<file path="src/hw/rtl/bifh_pkg.sv">
package bifh_pkg;

  // FNV-64 offset basis
  localparam logic [63:0] FNV_BASIS = 64'hcbf29ce484222325;

  // configuration register indexes
  localparam int CFG_IDX_W = 2;
  localparam logic [CFG_IDX_W-1:0] CFG_NUM_HASHES = 2'd0;
  localparam logic [CFG_IDX_W-1:0] CFG_TABLE_SIZE = 2'd1;
  localparam logic [CFG_IDX_W-1:0] CFG_HASH_MODE  = 2'd2;

  localparam int CFG_DATA_W = 31;

  typedef struct packed {
    logic [7:0] data_byte;
    logic       byte_valid;
    logic       key_last;
  } in_item_t;

  typedef struct packed {
    logic [30:0] bit_index;
    logic [5:0]  hash_number;
    logic        last_index;
  } out_item_t;

  typedef enum logic [2:0] {
    ST_IDLE,
    ST_FOLD,
    ST_LOAD,
    ST_START,
    ST_DIV,
    ST_OUT
  } state_t;

endpackage

</file>
<file path="src/hw/rtl/bifh_fnv.sv">
// One FNV-64 byte fold; the prime multiply is a sum of shifted copies
module bifh_fnv (
  input  logic [63:0] hash_in,
  input  logic [7:0]  data_byte,
  input  logic        mode,
  output logic [63:0] hash_out
);
  logic [63:0] pre;
  logic [63:0] prod;

  always_comb begin
    // FNV-1a xors the byte in before the multiply
    pre = mode ? (hash_in ^ {56'd0, data_byte}) : hash_in;
    // prime 0x100000001b3 = 2^40 + 2^8 + 2^7 + 2^5 + 2^4 + 2^1 + 1
    prod = (pre << 40) + (pre << 8) + (pre << 7) + (pre << 5)
         + (pre << 4) + (pre << 1) + pre;
    hash_out = mode ? prod : (prod ^ {56'd0, data_byte});
  end

endmodule

</file>
<file path="src/hw/rtl/bifh_mod.sv">
// Restoring remainder unit: 32-bit dividend, 31-bit divisor, one bit per cycle
module bifh_mod (
  input  logic        clk,
  input  logic        rst_n,
  input  logic        start,
  input  logic [31:0] dividend,
  input  logic [30:0] divisor,
  output logic        done,
  output logic [30:0] rem
);
  logic        busy_r;
  logic        done_r;
  logic [4:0]  cnt_r;
  logic [31:0] q_r;
  logic [30:0] rem_r;
  logic [30:0] d_r;
  logic [31:0] cur;
  logic [32:0] diff;
  logic [30:0] rem_nxt;

  // trial subtract of the divisor from the shifted partial remainder
  always_comb begin
    cur     = {rem_r, q_r[31]};
    diff    = {1'b0, cur} - {2'b00, d_r};
    rem_nxt = diff[32] ? cur[30:0] : diff[30:0];
  end

  // control
  always_ff @(posedge clk) begin
    if (!rst_n) begin
      busy_r <= 1'b0;
      done_r <= 1'b0;
      cnt_r  <= '0;
    end else begin
      done_r <= 1'b0;
      if (start) begin
        busy_r <= 1'b1;
        cnt_r  <= '0;
      end else if (busy_r) begin
        cnt_r <= cnt_r + 5'd1;
        if (cnt_r == 5'd31) begin
          busy_r <= 1'b0;
          done_r <= 1'b1;
        end
      end
    end
  end

  // datapath
  always_ff @(posedge clk) begin
    if (start) begin
      q_r   <= dividend;
      rem_r <= '0;
      d_r   <= divisor;
    end else if (busy_r) begin
      q_r   <= q_r << 1;
      rem_r <= rem_nxt;
    end
  end

  assign done = done_r;
  assign rem  = rem_r;

endmodule

</file>
<file path="src/hw/rtl/bloom_index_fnv64_hash_top.sv">
// Bloom index generator over a 64-bit FNV hash.
// Input channel in_valid/in_stall/in_data carries one key byte per item;
// byte_valid=0 items fold nothing, key_last marks the key's final item.
// Result channel out_valid/out_stall/out_data gives k indices per key,
// hash_number 0..k-1, last_index on the final one.
// Configuration: cfg_we/cfg_index/cfg_data, written only while idle, a rule
// on the user that the block itself does not enforce; index 0 num_hashes,
// 1 table_size, 2 hash_mode, others ignored. Each input item is accepted,
// then folded. After the key's last item come a load state, then per index
// a start state, the bit-serial remainder steps, a result register step
// and an output state held while out_stall is high.
// One item at a time: in_stall is high from acceptance until the item is
// folded or, after a key's last item, until its last result is taken.
// A stalled result holds out_data and blocks the next index. Reset (rst_n
// low, synchronous) returns the hash to the offset basis and the registers
// to num_hashes 1, table_size 1, mode 0.
module bloom_index_fnv64_hash_top #(
  parameter int MAX_HASHES = 64
) (
  input  logic                                  clk,
  input  logic                                  rst_n,
  input  logic                                  in_valid,
  output logic                                  in_stall,
  input  bifh_pkg::in_item_t                    in_data,
  output logic                                  out_valid,
  input  logic                                  out_stall,
  output bifh_pkg::out_item_t                   out_data,
  input  logic                                  cfg_we,
  input  logic [bifh_pkg::CFG_IDX_W-1:0]        cfg_index,
  input  logic [bifh_pkg::CFG_DATA_W-1:0]       cfg_data
);
  import bifh_pkg::*;

  state_t      state_r, state_nxt;
  logic [6:0]  num_hashes_r;
  logic [30:0] table_size_r;
  logic        hash_mode_r;
  logic [63:0] hash_r;
  logic [63:0] hash_fold;
  in_item_t    item_r;
  logic [31:0] acc_r;
  logic [31:0] lo_r;
  logic [5:0]  idx_r;
  logic [5:0]  kmax_r;
  logic [30:0] m_r;
  out_item_t   out_r;
  logic [6:0]  k_eff;
  logic        mod_start;
  logic        mod_done;
  logic [30:0] mod_rem;
  logic        in_acc;
  logic        out_acc;

  assign in_acc    = in_valid && !in_stall;
  assign out_acc   = out_valid && !out_stall;
  assign in_stall  = (state_r != ST_IDLE);
  assign out_valid = (state_r == ST_OUT);
  assign out_data  = out_r;
  assign mod_start = (state_r == ST_START);

  // configuration registers
  always_ff @(posedge clk) begin
    if (!rst_n) begin
      num_hashes_r <= 7'd1;
      table_size_r <= 31'd1;
      hash_mode_r  <= 1'b0;
    end else if (cfg_we) begin
      case (cfg_index)
        CFG_NUM_HASHES: num_hashes_r <= cfg_data[6:0];
        CFG_TABLE_SIZE: table_size_r <= cfg_data;
        CFG_HASH_MODE:  hash_mode_r  <= cfg_data[0];
        default: ;
      endcase
    end
  end

  // clamp k into 1..MAX_HASHES
  always_comb begin
    if (num_hashes_r == 7'd0) k_eff = 7'd1;
    else if (num_hashes_r > 7'(MAX_HASHES)) k_eff = 7'(MAX_HASHES);
    else k_eff = num_hashes_r;
  end

  bifh_fnv u_fnv (
    .hash_in   (hash_r),
    .data_byte (item_r.data_byte),
    .mode      (hash_mode_r),
    .hash_out  (hash_fold)
  );

  bifh_mod u_mod (
    .clk      (clk),
    .rst_n    (rst_n),
    .start    (mod_start),
    .dividend (acc_r),
    .divisor  (m_r),
    .done     (mod_done),
    .rem      (mod_rem)
  );

  // sequencer
  always_ff @(posedge clk) begin
    if (!rst_n) state_r <= ST_IDLE;
    else state_r <= state_nxt;
  end

  always_comb begin
    state_nxt = state_r;
    case (state_r)
      ST_IDLE:  if (in_acc) state_nxt = ST_FOLD;
      ST_FOLD:  state_nxt = item_r.key_last ? ST_LOAD : ST_IDLE;
      ST_LOAD:  state_nxt = ST_START;
      ST_START: state_nxt = ST_DIV;
      ST_DIV:   if (mod_done) state_nxt = ST_OUT;
      ST_OUT: begin
        if (out_acc) state_nxt = (idx_r == kmax_r) ? ST_IDLE : ST_START;
      end
      default:  state_nxt = ST_IDLE;
    endcase
  end

  // running hash and index counter
  always_ff @(posedge clk) begin
    if (!rst_n) begin
      hash_r <= FNV_BASIS;
      idx_r  <= '0;
    end else begin
      if (state_r == ST_FOLD && item_r.byte_valid) hash_r <= hash_fold;
      if (state_r == ST_LOAD) idx_r <= '0;
      if (state_r == ST_OUT && out_acc) begin
        if (idx_r == kmax_r) begin
          hash_r <= FNV_BASIS;
          idx_r  <= '0;
        end else begin
          idx_r <= idx_r + 6'd1;
        end
      end
    end
  end

  // payload: item capture, composite sum, result register
  always_ff @(posedge clk) begin
    if (in_acc) item_r <= in_data;
    if (state_r == ST_LOAD) begin
      acc_r  <= hash_r[63:32];
      lo_r   <= hash_r[31:0];
      kmax_r <= 6'(k_eff - 7'd1);
      m_r    <= (table_size_r == 31'd0) ? 31'd1 : table_size_r;
    end
    // sum(i+1) = sum(i) + lo + 2i + 1, wrapping at 32 bits
    if (state_r == ST_OUT && out_acc)
      acc_r <= acc_r + lo_r + {25'd0, idx_r, 1'b1};
    if (state_r == ST_DIV && mod_done) begin
      out_r.bit_index   <= mod_rem;
      out_r.hash_number <= idx_r;
      out_r.last_index  <= (idx_r == kmax_r);
    end
  end

`ifndef SYNTHESIS
  a_fold_after_accept: assert property (@(posedge clk) disable iff (!rst_n)
    in_acc |=> state_r == ST_FOLD)
    else $error("accepted item not folded next cycle");

  a_hash_reset_after_key: assert property (@(posedge clk) disable iff (!rst_n)
    out_acc && out_data.last_index |=> hash_r == FNV_BASIS)
    else $error("hash not returned to basis after last index");

  a_index_in_range: assert property (@(posedge clk) disable iff (!rst_n)
    out_valid |-> out_data.bit_index < m_r)
    else $error("bit_index not below table size");

  a_last_flag: assert property (@(posedge clk) disable iff (!rst_n)
    out_valid |-> (out_data.last_index == (out_data.hash_number == kmax_r)))
    else $error("last_index does not match hash_number");
`endif

endmodule

</file>
<file path="config.mk">
export PLATFORM = sky130hd
export DESIGN_NAME = bloom_index_fnv64_hash_top
export DESIGN_NICKNAME = d
export VERILOG_FILES = /design/src/hw/rtl/bifh_pkg.sv /design/src/hw/rtl/bifh_fnv.sv /design/src/hw/rtl/bifh_mod.sv /design/src/hw/rtl/bloom_index_fnv64_hash_top.sv
export SDC_FILE = /design/constraint.sdc
export NUM_CORES = 1
export LEC_CHECK = 0
export BUFFER_PORTS_ARGS = -buffer_cell sky130_fd_sc_hd__clkbuf_2
export CORE_UTILIZATION = 25
export DETAILED_ROUTE_END_ITERATION = 6
export GPL_ROUTABILITY_DRIVEN = 0
export GPL_TIMING_DRIVEN = 0
export PLACE_DENSITY = 0.42
export SETUP_SLACK_MARGIN = 0.15
export SYNTH_ARGS = -nofsm -noshare
export SYNTH_HDL_FRONTEND = slang
export SYNTH_HIERARCHICAL = 1
export SYNTH_SLANG_ARGS = --single-unit
</file>
<file path="constraint.sdc">
create_clock -name clk -period 7.7 [get_ports clk]
set_input_delay 0.385 -clock clk [delete_from_list [all_inputs] [get_ports clk]]
set_output_delay 0.385 -clock clk [all_outputs]
set_load 0.05 [all_outputs]
</file>
==> results.txt, run 1 <==
The run finished with clean final reports. The post-CTS clock slew at the launch and capture registers of the worst setup and hold paths is about 0.060 ns. The count of nets left with antenna violations once routing finished came out at 0. The critical-path cell with the highest stage delay is xor2_1.

The share of synthesized flip-flops with an asynchronous set or reset came out at 0. The endpoint type of the worst setup path is a flip-flop. The worst slack at placement is between 0.3 and 0.4 ns.

Fill cells in the final layout number approximately 12000. The total number of yosys warnings is 6. When the netlist entered floorplanning its net count stood at 3351. The post-synthesis instance area came out at 0.02803 mm2. During I/O placement, the number of pins put on the boundary was 88.

The clock latency on the worst-skew pair is between 0.6 and 0.7 ns. At the pin with the least slew margin, the transition time is between 1 and 1.5 ns. The total half-perimeter wirelength after legalization and detailed placement is 67540 um. The total count of hold-check failures in the final report came out at 0.

Of all cell types, the one taking the most synthesized area is edfxtp_1. The share of post-route cells with drive strength above 1 is 0.09431. The proportion of synthesized chip area in sequential cells is 0.3342. The final worst clock skew is 0.03084 ns. The total track usage came out at 0.1500. The final number of max-transition violations was 0. STA classifies the critical path startpoint as a flip-flop. The buffer count from post-CTS setup fixing is 0. The via count of the first global-routing pass came to 20770. The first global-routing pass estimated 128500 um of wire. The final layout contains routed wiring with a total length of 84220 um. The worst relative slew slack is 0.2245. The delay of the slowest cell on the worst path came out at roughly 0.84 ns. inv_1 is the most common cell in the netlist.

The die is 336.9 um tall. The arrival time of the worst setup path is 7.59 ns. Among all flip-flop cells after synthesis, the most frequent one is edfxtp_1.

The CTS tree is built. By count the netlist is led by 421 x inv_1, 369 x nand2_1, 253 x fa_1. Max-cap violations in this run came to 0. The width of the die is 336.9 um. After detailed routing, the number of vias per cell comes to around 4.4. The largest net degree at the start of global routing is 34. During placement, the flow inserted port buffers numbering 87. The post-synthesis area per instance is around 9.8 um2.

The post-route DRC violation count came out at 0. The post-layout net count came out at 3508. For the finished layout, the period the worst path requires is roughly 7 ns. The critical path goes through clkbuf_1, nand2_1, xor2_1, inv_1, fa_1, fa_1, fa_1, ha_1, ha_1, nand3_1, nor2_1, o21ai_0, a21oi_1, a211oi_2, a2111oi_4, nor4_4, o21ai_1, xor2_1, nand2_1, nand3_1.

By instance count, the cell type seen most on the critical path is fa_1. The die covers around 0.11 mm2. The first-pass detailed-route iteration total came out at 5. CTS saw 362 sinks.

The total number of vias came out at 20120. The top-area cell type share of the netlist area is 0.2271. The overflow left after global routing came out at 0. The placeable core region came out at approximately 0.11 mm2. The cell at the root of the clock tree is clkbuf_16.

The post-synthesis instance total is 2850. The total of flip-flops plus latches after synthesis is approximately 360. After detailed routing, the average wire length per cell comes to 18.58 um. The category of cells accounting for the largest share of critical-path delay is adder cells.

The number of enable flip-flop cells after synthesis came out at 212. The number of failing setup endpoints in the final timing report came out at 0. The area added between synthesis and finish came out at 14.99%. The buffering stage count on the worst path with inverters included came out at 2. The clock passes through at most 3 buffers. At the worst endpoint, the required time is 8.13 ns. The count of routing violations after the opening detailed-route iteration is approximately 1000. Based on the critical path, the design can be clocked at up to 139.6 MHz.

The slack of the critical path is 0.5383 ns. The number of rows created at floorplan came out at approximately 120. The share of the cycle needed by the critical path after routing came out at 0.9301. The type of the worst setup path is flip-flop to flip-flop. By area the synthesized netlist is led by edfxtp_1 23%, fa_1 18%, dfxtp_1 11%.

The largest driver fanout on the critical path is 10. The clock buffer count from CTS is 44. The tightest min-delay check is of the primary input to flip-flop type.

The maximum level of the CTS H-tree is 2. The number of antenna violations at the first check in global routing came out at 2. Setup repair after global routing left no endpoint under its margin. After synthesis, the netlist uses 96 different library cells. The initial standard-cell utilization of the core came out at 0.2526. The smallest hold slack came out at 0.03448 ns.
-- state kept, by name (all words and copies together), names as in the netlist, 7 cells and up --
signal and flops:
acc_r 32, hash_r 64, item_r 10, lo_r 32, m_r 31, num_hashes_r 7, out_data 38, table_size_r 31
u_mod/d_r 31, u_mod/q_r 32, u_mod/rem 31
-- logic make-up after synthesis --
group / synth area share
flip-flops: 0.3342
buffers and inverters: 0.07623
multiplexers: 0.01790
adder cells (fa/ha/maj): 0.2699
XOR/XNOR: 0.04468
AND/OR/NAND/NOR: 0.1285
AO/OA/AOI/OAI: 0.1286
-- worst min-delay path: stages --
cell and delay (ns):
clkbuf_2 0.08, nand2_1 0.05, a21boi_0 0.07
-- worst paths after layout --
| path | startpoint | to | cells after the start | slack [ns] |
|---|---|---|---|---|
| max | hash_mode_r$_SDFFE_PN0P_ | hash_r[62]$_SDFF_PN1_ | 20 | 0.54 |
| min | cfg_data[27] | table_size_r[27]$_SDFFE_PN0P_ | 3 | 0.03 |
| max reg2reg | hash_mode_r$_SDFFE_PN0P_ | hash_r[62]$_SDFF_PN1_ | 20 | 0.54 |
| min reg2reg | m_r[14]$_SDFFCE_PN0P_ | u_mod/d_r[14]$_DFFE_PP_ | 0 | 0.42 |
-- cells in the final DEF (no fill, tap or decap), drive strengths merged, types with 11 or more instances in the layout --
cell type	netlist	layout
buf	28	34
o21bai	23	23
and2	15	15
nand2b	25	25
dfxtp	150	150
a21oi	154	154
or2	13	13
xor2	52	52
a21boi	37	37
nand3	69	69
clkinv	1	12
nor3b	11	11
edfxtp	212	212
fa	253	253
a311oi	29	29
a21o	58	58
nor3	26	26
nor2	129	129
o21a	17	17
nand4	45	45
a31oi	11	11
inv	421	423
o21ai	100	100
dlygate4sd3	0	18
nand2	369	369
clkbuf	102	248
ha	200	200
and3	16	16
mux2	33	33
xnor2	91	91
mux2i	13	13
nor2b	28	28
-- layer usage --
layer	track usage	wire length, um	vias up	share of wire
met1	0.2056	40050	9876	0.48
met3	0.02048	3036	87	0.036
li1	-	-	9864	-
met2	0.2471	39190	289	0.47
met5	0	17	-	0.00020
met4	0.03781	1933	2	0.023
-- area by class of cell --
cell class                 count  area (um2)  share of cell area
sequential                   362        9369              0.2906
buffer                       130       553.0             0.01716
tap                         1488        1862             0.05776
antenna                        1       2.502          0.00007763
timing repair buffer         111       709.4             0.02201
inverter                     422        1584             0.04914
clock inverter                23       364.1             0.01129
multi-input combinational   1936       16560              0.5138
clock buffer                  59        1229             0.03812
-- stage by stage --
stage | util | area, um2 | instances | setup TNS [ns]
after floorplan | - | 28030 | 2850 | 0
after global placement | 0.2733 | 30330 | 4425 | -27.65
after detailed placement | 0.2744 | 30450 | 4431 | 0
after CTS | 0.2904 | 32230 | 4531 | 0
after global routing | 0.2905 | 32240 | 4532 | 0
final | 0.2905 | 32240 | 4532 | 0
-- repair_timing --
item | 4_1_cts | 5_1_grt
hold buffers | 18 | 0
hold endpoints to repair | 18 | 0
setup endpoints to repair | 0 | 11
gates resized for setup | 0 | 1
Power of run 1 is left out: the tool's default activity adds up to more than one toggle a clock period on the data nets, which glitch-free logic cannot reach.
==> run 2, diff against run 1 <==
==> constraint.sdc (replaced) <==
create_clock -name clk -period 7.7 [get_ports clk]
set_input_delay 1.54 -clock clk [delete_from_list [all_inputs] [get_ports clk]]
set_output_delay 1.54 -clock clk [all_outputs]
set_load 0.05 [all_outputs]
==> results.txt, run 2 (synthesis gave the netlist of run 1 again) <==
The flow ran to the end, and the final reports show no timing, DRC or antenna violations. By startpoint and endpoint, the worst setup path is classified as flip-flop to flip-flop. The count of routing violations after the opening detailed-route iteration came out at 1028 (+1.5%). The first-pass detailed-route iteration total came out at 5 (unchanged). The post-layout net count came to 3490 (-0.51%). The clock buffer count from CTS is 44 (unchanged). The buffer count from post-CTS setup fixing is 0 (unchanged).

The initial standard-cell utilization of the core is 0.2526 (unchanged). The area added between synthesis and finish is 14.34%. The total count of hold-check failures in the final report is 0 (unchanged). The flip-flop count of the largest register after layout was 64 (unchanged). The mean number of vias per cell came out at 4.438 (about the same). Setup repair after global routing left no endpoint under its margin. The largest driver fanout on the critical path came out at 10 (unchanged). The post-route DRC violation count is 0 (unchanged). The leading cell type in the layout, fill and taps excluded is inv_1.

The number of max-cap violations is 0 (unchanged). The register with the most flip-flops is hash_r. The clock latency on the worst-skew pair was 0.61 ns (about the same). The fmax came out at 139.1 MHz (-0.36%). The total half-perimeter wirelength after legalization and detailed placement is 67540 um (unchanged). The via count of the first global-routing pass is 20680 (-0.45%).

The count of hold-fix buffers inserted at cts came out at 0 (-18). The total negative slack for setup checks came out at 0 ns (unchanged). The cell at the root of the clock tree is clkbuf_16. The number of antenna diodes is 0 (-1). The die footprint was 0.1135 mm2 (unchanged). The number of rows created at floorplan is 122 (unchanged).

The overflow left after global routing came to 0 (unchanged). The final antenna-violating net count is 0 (unchanged). The total number of vias was 20030 (-0.45%). The wire length of the first global-routing pass was 128200 um (-0.16%).

The sink count of the clock tree came out at 362 (unchanged). The quantity of gates resized following cts is 0 (unchanged). The post-route non-filler standard cell count is 4513 (-0.42%).

The CTS tree is built. The final worst clock skew came out at 0.03042 ns (-0.0004169 ns). The buffer depth of the longest clock path is 3 (unchanged).

The post-CTS clock slew at the launch and capture registers of the worst setup and hold paths was 0.07 ns (about the same). The total track usage is 0.1498 (-0.0001612). The worst setup path is launched from a flip-flop. In the layout the commonest cells are 420 x inv_1, 369 x nand2_1, 253 x fa_1, 212 x edfxtp_1, 200 x ha_1.

The worst relative slew slack is 0.2171 (-0.007459). The endpoint type of the worst setup path is a flip-flop. The share of post-route cells with drive strength above 1 was 0.09488 (+0.0005612). The number of top-level design ports came out at 88 (unchanged). The largest net degree at the start of global routing was 34 (unchanged).

The final number of max-transition violations came to 0 (unchanged). The vertical die dimension was 336.9 um (unchanged). The smallest hold slack came out at 0.4173 ns (+0.3828 ns). The share of the cycle needed by the critical path after routing came to 0.9335 (+0.003406). The transition time at the pin with the least slew margin is 1.170 ns (+0.03654 ns). The worst slack at placement is 0.3195 ns (unchanged). The minimum clock period after layout came out at 7.188 ns (+0.02623 ns). The number of cells after detailed placement is 4431 (unchanged). The data required time at the worst endpoint came to 8.13 ns (about the same).

The routed wire length per instance is 18.64 um (+0.31%). The number of antenna violations at the first check in global routing is 1 (-1). The count of input and output buffers came out at 87 (unchanged).

In this run the worst hold path is classified as flip-flop to flip-flop. The maximum level of the CTS H-tree is 2 (unchanged). The width of the die is 336.9 um (unchanged).

The arrival time of the worst setup path came out at 7.62 ns (+0.03 ns). The total wire length came out at 84140 um (-0.11%). The placeable core region came out at 0.1110 mm2 (unchanged). The slack of the critical path came to 0.5121 ns (-0.02623 ns).

The number of failing setup endpoints in the final timing report is 0 (unchanged).
-- run 2: final timing paths --
kind,start,to,slack [ns],cells after the start
max,hash_mode_r$_SDFFE_PN0P_,hash_r[62]$_SDFF_PN1_,0.51,20
min reg2reg,m_r[14]$_SDFFCE_PN0P_,u_mod/d_r[14]$_DFFE_PP_,0.42,0
max reg2reg,hash_mode_r$_SDFFE_PN0P_,hash_r[62]$_SDFF_PN1_,0.51,20
min,m_r[14]$_SDFFCE_PN0P_,u_mod/d_r[14]$_DFFE_PP_,0.42,0
-- run 2: critical path, stage by stage, from the launching register on --
cell and delay, ns:
dfxtp_1 0.56, clkbuf_1 0.37, nand2_1 0.12, xor2_1 0.84
inv_1 0.25, fa_1 0.57, fa_1 0.46, fa_1 0.50
ha_1 0.30, ha_1 0.36, nand3_1 0.11, nor2_1 0.07
o21ai_0 0.54, a21oi_1 0.19, a211oi_2 0.64, a2111oi_4 0.20
nor4_4 0.44, o21ai_1 0.17, xor2_1 0.19, nand2_1 0.07
nand3_1 0.08
-- run 2: final cells by class --
class	count	area, um2
Buffer	130	553.0
Clock buffer	59	1229
Clock inverter	23	364.1
Fill cell	11840	78920
Inverter	422	1584
Multi-Input combinational cell	1936	16560
Sequential cell	362	9369
Tap cell	1488	1862
Timing Repair Buffer	93	529.3
-- run 2: layer usage --
metal  track usage  vias up  part of all wire
li1              -     9819                 -
met1        0.2055     9848              0.48
met2        0.2472      274              0.47
met3       0.02048       85             0.032
met4       0.03675        2             0.022
met5             0        -           0.00020
-- run 2: stage by stage --
stage	area, um2	utilization
final	32050	0.2888
after global routing	32050	0.2888
after floorplan	28030	-
after CTS	32050	0.2888
after detailed placement	30450	0.2744
after global placement	30330	0.2733
Power of run 2 is left out for the same reason.
